### src/sv/pdws_pkg.sv
// Shared types and constants for the weighted delay scheduler.
package pdws_pkg;

    localparam int NUM_CLASSES = 3;
    localparam int FIFO_DEPTH  = 64;
    localparam int PTR_W       = 6;
    localparam int CNT_W       = 7;
    localparam int CLS_W       = 2;
    localparam int TIME_W      = 32;
    localparam int ADM_W       = 32;
    localparam int QSUM_W      = 38;
    localparam int DSUM_W      = 48;
    localparam int NT_W        = 39;
    localparam int NUM_W       = 49;
    localparam int DIV_W       = 50;
    localparam int DIV_STEPS   = 25;
    localparam int STEP_W      = 5;
    localparam int WT_W        = 16;
    localparam int PRI_W       = 64;
    localparam int MEM_AW      = 8;
    localparam int MEM_DEPTH   = NUM_CLASSES * FIFO_DEPTH;
    localparam int CFG_IDX_W   = 2;
    localparam int CFG_DATA_W  = 16;
    localparam int IN_USER_W   = 3;
    localparam int OUT_DATA_W  = 40;

    localparam logic [CFG_IDX_W-1:0] CFG_QLIM = 2'd0;
    localparam logic [CFG_IDX_W-1:0] CFG_WT0  = 2'd1;
    localparam logic [CFG_IDX_W-1:0] CFG_WT1  = 2'd2;
    localparam logic [CFG_IDX_W-1:0] CFG_WT2  = 2'd3;

    localparam logic [CLS_W-1:0] LAST_CLS = CLS_W'(NUM_CLASSES - 1);

    typedef struct packed {
        logic             capture;
        logic             apply;
        logic             mul_nt;
        logic             load_num;
        logic             div_step;
        logic             eval;
        logic             rd_head;
        logic             pop;
        logic             load_out;
        logic [CLS_W-1:0] cls;
    } t_cmd;

    typedef struct packed {
        logic busy;
        logic found;
        logic out_free;
    } t_sts;

endpackage

### src/sv/pdws_ctrl.sv
// Sequencer for event update, per-class priority evaluation and dispatch.
module pdws_ctrl (
    input  logic          i_clk,
    input  logic          i_rst_n,
    input  logic          i_s_tvalid,
    output logic          o_s_tready,
    input  pdws_pkg::t_sts i_sts,
    output pdws_pkg::t_cmd o_cmd
);
    import pdws_pkg::*;

    typedef enum logic [3:0] {
        ST_IDLE, ST_EVENT, ST_CHECK, ST_MUL, ST_NUM, ST_DIV,
        ST_EVAL, ST_RD, ST_POP, ST_DONE
    } t_state;

    t_state            r_state, n_state;
    logic [CLS_W-1:0]  r_cls, n_cls;
    logic [STEP_W-1:0] r_step, n_step;

    always_comb begin
        n_state = r_state;
        n_cls   = r_cls;
        n_step  = r_step;
        o_cmd   = '0;
        o_cmd.cls = r_cls;
        unique case (r_state)
            ST_IDLE: begin
                if (i_s_tvalid) begin
                    o_cmd.capture = 1'b1;
                    n_state = ST_EVENT;
                end
            end
            ST_EVENT: begin
                o_cmd.apply = 1'b1;
                n_state = ST_CHECK;
            end
            ST_CHECK: begin
                n_cls = '0;
                n_state = i_sts.busy ? ST_DONE : ST_MUL;
            end
            ST_MUL: begin
                o_cmd.mul_nt = 1'b1;
                n_state = ST_NUM;
            end
            ST_NUM: begin
                o_cmd.load_num = 1'b1;
                n_step = '0;
                n_state = ST_DIV;
            end
            ST_DIV: begin
                o_cmd.div_step = 1'b1;
                n_step = r_step + STEP_W'(1);
                if (r_step == STEP_W'(DIV_STEPS - 1)) begin
                    n_state = ST_EVAL;
                end
            end
            ST_EVAL: begin
                o_cmd.eval = 1'b1;
                if (r_cls == LAST_CLS) begin
                    n_state = ST_RD;
                end else begin
                    n_cls = r_cls + CLS_W'(1);
                    n_state = ST_MUL;
                end
            end
            ST_RD: begin
                o_cmd.rd_head = 1'b1;
                n_state = i_sts.found ? ST_POP : ST_DONE;
            end
            ST_POP: begin
                o_cmd.pop = 1'b1;
                n_state = ST_DONE;
            end
            ST_DONE: begin
                if (i_sts.out_free) begin
                    o_cmd.load_out = 1'b1;
                    n_state = ST_IDLE;
                end
            end
            default: n_state = ST_IDLE;
        endcase
    end

    assign o_s_tready = (r_state == ST_IDLE);

    always_ff @(posedge i_clk) begin
        if (!i_rst_n) begin
            r_state <= ST_IDLE;
            r_cls   <= '0;
            r_step  <= '0;
        end else begin
            r_state <= n_state;
            r_cls   <= n_cls;
            r_step  <= n_step;
        end
    end

endmodule

### config.mk
export PLATFORM = sky130hd
export DESIGN_NAME = pdws_ctrl
export DESIGN_NICKNAME = d
export VERILOG_FILES = /design/src/sv/pdws_pkg.sv /design/src/sv/pdws_ctrl.sv
export SDC_FILE = /design/constraint.sdc
export NUM_CORES = 1
export LEC_CHECK = 0
export BUFFER_PORTS_ARGS = -buffer_cell sky130_fd_sc_hd__buf_2
export CAP_MARGIN = 20
export CORE_MARGIN = 1.5
export CORE_UTILIZATION = 45
export CTS_CLUSTER_DIAMETER = 100
export DETAILED_ROUTE_END_ITERATION = 10
export GPL_TIMING_DRIVEN = 0
export PLACE_DENSITY = 0.72
export SLEW_MARGIN = 25
export SYNTH_ARGS = -nofsm -noshare
export SYNTH_HDL_FRONTEND = slang
export SYNTH_SLANG_ARGS = --single-unit
export TNS_END_PERCENT = 10
### constraint.sdc
create_clock -name i_clk -period 1.3 [get_ports i_clk]
set_clock_uncertainty 0.15 [all_clocks]
set_input_delay 0.13 -clock i_clk [delete_from_list [all_inputs] [get_ports i_clk]]
set_output_delay 0.13 -clock i_clk [all_outputs]
set_load 0.1 [all_outputs]
==> impl_metrics.toml, run 1 <==
[run_status]
status = "finished with violations"
violations = "negative setup slack"

[logic_synthesis]
synthArstFlopShare_pct = 0
avgSynthCellArea_um2 = 8.65
yosys_warnings = 0
synth_cells = 83
synthesis.nets = 92
syn_area_um2 = 718
ys_seq_area_share_pct = 30.7
ys_seq_elements = 11
synth_ff_type = "dfxtp_1"
synth_edf_count = 0
synth_common_cells = "11 x dfxtp_1, 7 x a21oi_1, 6 x nor2_1, 4 x inv_1"
synth_top_area_share_pct = 30.7
yosysTopAreaCell = "dfxtp_1"
synthTopCellsByArea = "dfxtp_1 31%, ha_1 5.2%, a21oi_1 4.9%"
synth_most_common_cell = "dfxtp_1"
ys_types = 37

[pwr]
ir_drop_uv = 549
p_int_mw = 0.678
sw_frac_of_total_pct = 39.1
leakage_nw = 0.472
seqPwrFrac_pct = 32.6
pwr_density_cell_nw_per_um2 = 894
p_comb_share_pct = 44.5
power_mw = 1.11
power.switching_mw = 0.436
pwr-share-clk_pct = 22.9

[detailed_routing]
drtAntennaViolNets = 0
via_per_inst = 6.02
vias = 788
wl_um = 2200
drt_iter0_markers = 19
wl_per_cell_um = 16.8
drc = 0
drtPass1Iterations = 4

[timing]
rsz0062_at_grt = "true"
hold_viol = 0
tightestPinTransition_ps = 298
finalWorstPathRequiredPeriod_ps = 1720
setup_tns_ps = -5250
slew_headroom_pct = 80.0
setup_ws_ps = -418
fmax_ghz = 0.582
slew_violations = 0
setup_viol = 21
fin_crit_sh_pct = 132
hold_slack_ps = 64.9

[floorplan]
row_count = 14
start_util_pct = 47.7
die_x_um = 43.0
core_area_um2 = 1510
boundaryPins = 18
die_area_um2 = 1840
chipHeight_um = 43.0

[hold_path]
hold_end = "r_state[3]"
whs_path_depth = 3
hp-start = "i_s_tvalid"
hp-class = "in -> reg"

[grt]
grt_max_degree = 11
grt_use_met2_pct = 37.3
grt.busiest_layer = "met2"
grt_first_pass_wirelength_um = 3140
antenna_found_initial = 0
use_met3_pct = 4.26
grt_pass1_vias = 681
use_met1_pct = 29.4
grt_remaining_overflow = 0
grt_use_total_pct = 22.8

[finish]
utilization_pct = 82.6
synthToLayoutAreaGrowth_pct = 73.3
layout.nets = 125
register_area_um2 = 236
multi_input_area_um2 = 546
nFillCells = 86
drive_gt1_share_pct = 47.0
diodes = 0
stdcell_area_um2 = 1240

[placement]
port_buffers = 17
gp_congestion = 0.778
postPlaceCellArea_um2 = 883
hpwlAfterDp_um = 1120

[clock_network]
cts.path.max_buffers = 2
tritoncts = "yes"
htreeDepth = 1
cts_sinks = 11
cts_buffers = 3
clk_latency_ps = 280
clockRootBuffer = "clkbuf_4"
path_clk_slew_ps = 80

[setup_path]
start_kind = "register"
critPathKind = "reg -> out"
worst_r2r_startpoint = "r_state[1]"
r2r_setup_slack_ps = -230
worst_setup_path_end_kind = "output port"
r2r-end = "r_state[0]"
critPathRequiredTime_ps = 1020
cp.arrival_ps = 1440
cp_max_fo = 7
rr_worst_depth = 5

[run]
drv_cap = 0
[worst max path at each step]
| stage | from | end | slack (ps) | depth (start not counted) |
|---|---|---|---|---|
| 2_1_floorplan | r_state[0] | o_cmd[10] | -1100 | 3 |
| 3_3_place_gp | r_state[3] | o_cmd[3] | -560 | 3 |
| 3_5_place_dp | r_state[3] | o_cmd[3] | -600 | 3 |
| 4_1_cts | r_state[3] | o_cmd[10] | -420 | 4 |
| 5_1_grt | r_state[1] | o_cmd[10] | -450 | 4 |
| 6_report | r_state[1] | o_cmd[10] | -420 | 4 |
[metrics by stage]
stage	setup WS, ps	cells
detailed placement	-595	116
floorplan	-1100	83
finish	-418	131
CTS	-422	125
global route	-451	131
global placement	-561	116
[cells by family (layout without fill, tap and decap cells)]
| group | after synthesis | after routing | share of synthesized area (%) |
|---|---|---|---|
| AND/OR/NAND/NOR | 36 | 36 | 34.7 |
| AO/OA/AOI/OAI | 23 | 23 | 23.0 |
| flip-flops | 11 | 11 | 30.7 |
| buffers and inverters | 10 | 42 | 6.44 |
| adder cells (fa/ha/maj) | 3 | 3 | 5.23 |
[layout make-up]
class / instances / area share (%)
tap: 16 / 1.61
sequential: 11 / 19.0
timing repair buffer: 28 / 24.7
multi-input combinational: 62 / 43.8
inverter: 5 / 1.51
buffer: 5 / 7.24
clock buffer: 4 / 2.11
[state kept, by name, indices dropped and copies added (netlist names)]
| signal | cells |
|---|---|
| r_cls | 2 |
| r_state | 4 |
| r_step | 5 |
[timing repair]
action,CTS,global route
pin swaps,5,6
endpoints found under the setup margin,23,21
setup buffers,4,6
hold endpoints to repair,1,0
resized for setup,50,12
hold buffers,1,0
[power groups by stage]
stage / logic (mW) / clock network, mW / registers, mW
6_report: 0.496 / 0.255 / 0.363
5_1_grt: 0.514 / 0.265 / 0.364
4_1_cts: 0.407 / 0.251 / 0.369
3_5_place_dp: 0.333 / 0 / 0.375
3_3_place_gp: 0.330 / 0 / 0.374
2_1_floorplan: 0.289 / 0 / 0.369
[cells in the final DEF (no fill, tap or decap), drive strengths merged, types with 3 or more instances in the layout]
cell type,netlist,final
clkbuf,3,7
inv,4,4
ha,3,3
nor2b,3,3
and4bb,3,3
nand2,3,3
dfxtp,11,11
o21ai,3,3
buf,2,29
a311oi,3,3
nor2,6,6
a21oi,7,7
nor3b,3,3
[critical path, stage by stage, from the launching register on]
cell     delay, ps
dfxtp_4        370
buf_8          140
nor4_4         280
and2_4         190
buf_12         160
[metal layers]
| layer | vias to the layer above | wire (um) |
|---|---|---|
| li1 | 383 | - |
| met1 | 373 | 994 |
| met2 | 27 | 1060 |
| met3 | 5 | 112 |
| met4 | 0 | 33 |
| met5 | - | 0 |
Note: power is estimated with default switching activity, not from simulation.
==> run 2: changes to the inputs <==
--- a/config.mk
+++ b/config.mk
@@ -13,6 +13,7 @@
 export DETAILED_ROUTE_END_ITERATION = 10
 export GPL_TIMING_DRIVEN = 0
 export PLACE_DENSITY = 0.72
+export RECOVER_POWER = 100
 export SLEW_MARGIN = 25
 export SYNTH_ARGS = -nofsm -noshare
 export SYNTH_HDL_FRONTEND = slang
==> run 2 against run 1 <==
The flow still finishes with violations (negative setup slack). Via count unchanged. Combinational power barely moved. Flip-flop and latch count unchanged. Wire length down 0.45%. Critical endpoint unchanged. Critical path depth did not move. Largest cell class unchanged. Utilization did not move. Count of clock-buffer cells in the layout unchanged. Highest routed layer unchanged. Maximum frequency hardly changed. Worst hold slack is essentially flat. Total power barely moved. Largest power group unchanged.
==> impl_metrics.toml, run 2 (synthesis results as in run 1) <==
[hold_path]
whs_path_depth = 3
hp-start = "i_s_tvalid"
hp-class = "in -> reg"
hold_end = "r_state[3]"

[finish]
stdcell_area_um2 = 1240
drive_gt1_share_pct = 47.0
utilization_pct = 82.6
layout_common_cells = "11 x buf_4, 8 x buf_12, 6 x nor2_1, 6 x a21oi_1, 6 x dfxtp_1"
synthToLayoutAreaGrowth_pct = 73.3
largest_reg_flops = 5
layout.nets = 125
final_common_cell = "buf_4"
diodes = 0
nFillCells = 86
reg_top3 = "r_step x5, r_state x4, r_cls x2"
regMostFlops = "r_step"

[setup_path]
r2r-end = "r_state[0]"
critPathKind = "reg -> out"
cpMaxStageDelayCell = "dfxtp_4"
r2r_setup_slack_ps = -230
crit_family = "simple AND/OR/NAND/NOR gates"
critPathRequiredTime_ps = 1020
worst_setup_path_end_kind = "output port"
start_kind = "register"
cp.arrival_ps = 1440
cp_max_fo = 7
rr_worst_depth = 5
worst_r2r_startpoint = "r_state[1]"
worst-path-buf-inv = 2
crit_chain = "buf_8, nor4_4, and2_4, buf_12"
cpPeakStageDelay_ps = 370

[timing]
hold_viol = 0
setup_tns_ps = -5240
setup_ws_ps = -419
fin_crit_sh_pct = 132
setup_viol = 21
slew_headroom_pct = 80.5
rsz0062_at_grt = "true"
fmax_ghz = 0.582
finalWorstPathRequiredPeriod_ps = 1720
tightestPinTransition_ps = 291
slew_violations = 0

[floorplan]
chipHeight_um = 43.0
boundaryPins = 18
row_count = 14
die_x_um = 43.0
core_area_um2 = 1510
die_area_um2 = 1840
start_util_pct = 47.7

[clock_network]
clockRootBuffer = "clkbuf_4"
clk_latency_ps = 280
cts_buffers = 3
tritoncts = "yes"
path_clk_slew_ps = 80
htreeDepth = 1
cts.path.max_buffers = 2
cts_sinks = 11

[pwr]
pwr_density_cell_nw_per_um2 = 895
leakage_nw = 0.471
ir_drop_uv = 553

[grt]
antenna_found_initial = 0
grt_use_total_pct = 22.8
grt_first_pass_wirelength_um = 3140
grt_max_degree = 11
grt_remaining_overflow = 0
grt_pass1_vias = 681

[placement]
hpwlAfterDp_um = 1120
gp_congestion = 0.778
postPlaceCellArea_um2 = 883
pre_cts_ws_ps = -595
port_buffers = 17

[detailed_routing]
vias = 788
dr_wl_met3_um = 99
drc = 0
drt_iter0_markers = 19
dr.max_layer_used = "met4"
via_per_inst = 6.02
drtPass1Iterations = 4
wl_met1_um = 998
wl_um = 2190
met2WireLength_um = 1060
drtAntennaViolNets = 0
wl_per_cell_um = 16.7

[run_status]
violations = "negative setup slack"
status = "finished with violations"

[run]
drv_cap = 0
[run 2: per-layer routing]
metal	vias up	global-route usage [%]
met1	375	29.4
met5	-	0
met3	5	4.26
met2	25	37.3
li1	383	-
met4	0	9.09
[run 2: worst max-delay path by stage]
stage,start,end,slack [ps],depth (start not counted)
global route,r_state[1],o_cmd[10],-450,4
CTS,r_state[3],o_cmd[10],-420,4
floorplan,r_state[0],o_cmd[10],-1100,3
finish,r_state[1],o_cmd[10],-420,4
detailed placement,r_state[3],o_cmd[3],-600,3
global placement,r_state[3],o_cmd[3],-560,3
[run 2: power breakdown]
group / total, mW / switching (mW) / internal (mW)
Clock: 0.256 / 0.137 / 0.119
Combinational: 0.496 / 0.283 / 0.213
Sequential: 0.363 / 0.0165 / 0.346
Total: 1.11 / 0.437 / 0.678
[run 2: what timing repair did]
item                                    4_1_cts  5_1_grt
endpoints found under the hold margin         1        0
pin swaps                                     5        6
endpoints found under the setup margin       23       21
gates resized for setup                      50       12
setup buffers                                 4        6
hold buffers                                  1        0
[run 2: metrics by stage]
step / std cells / hold WS (ps) / power (mW)
after CTS: 125 / 44.7 / 1.03
final: 131 / 64.7 / 1.11
after floorplan: 83 / 100 / 0.658
after detailed placement: 116 / 236 / 0.709
after global routing: 131 / 75.8 / 1.14
after global placement: 116 / 228 / 0.704
[run 2: worst register-to-register path: cells and delay by family, from the launching register on]
| kind | cells | cell delay (ps) |
|---|---|---|
| compound gates | 2 | 420 |
| buf+inv | 2 | 290 |
| flops | 1 | 380 |
| simple gates | 1 | 190 |
[run 2: cell type report]
cell class              count  area, um2  share of cell area (%)
clock buffers               4       26.3                    2.11
multi-input cells          62        546                    43.8
repair buffers             28        308                    24.7
plain buffers               5       90.1                    7.24
flip-flops and latches     11        236                    19.0
well taps                  16       20.0                    1.61
inverters                   5       18.8                    1.51
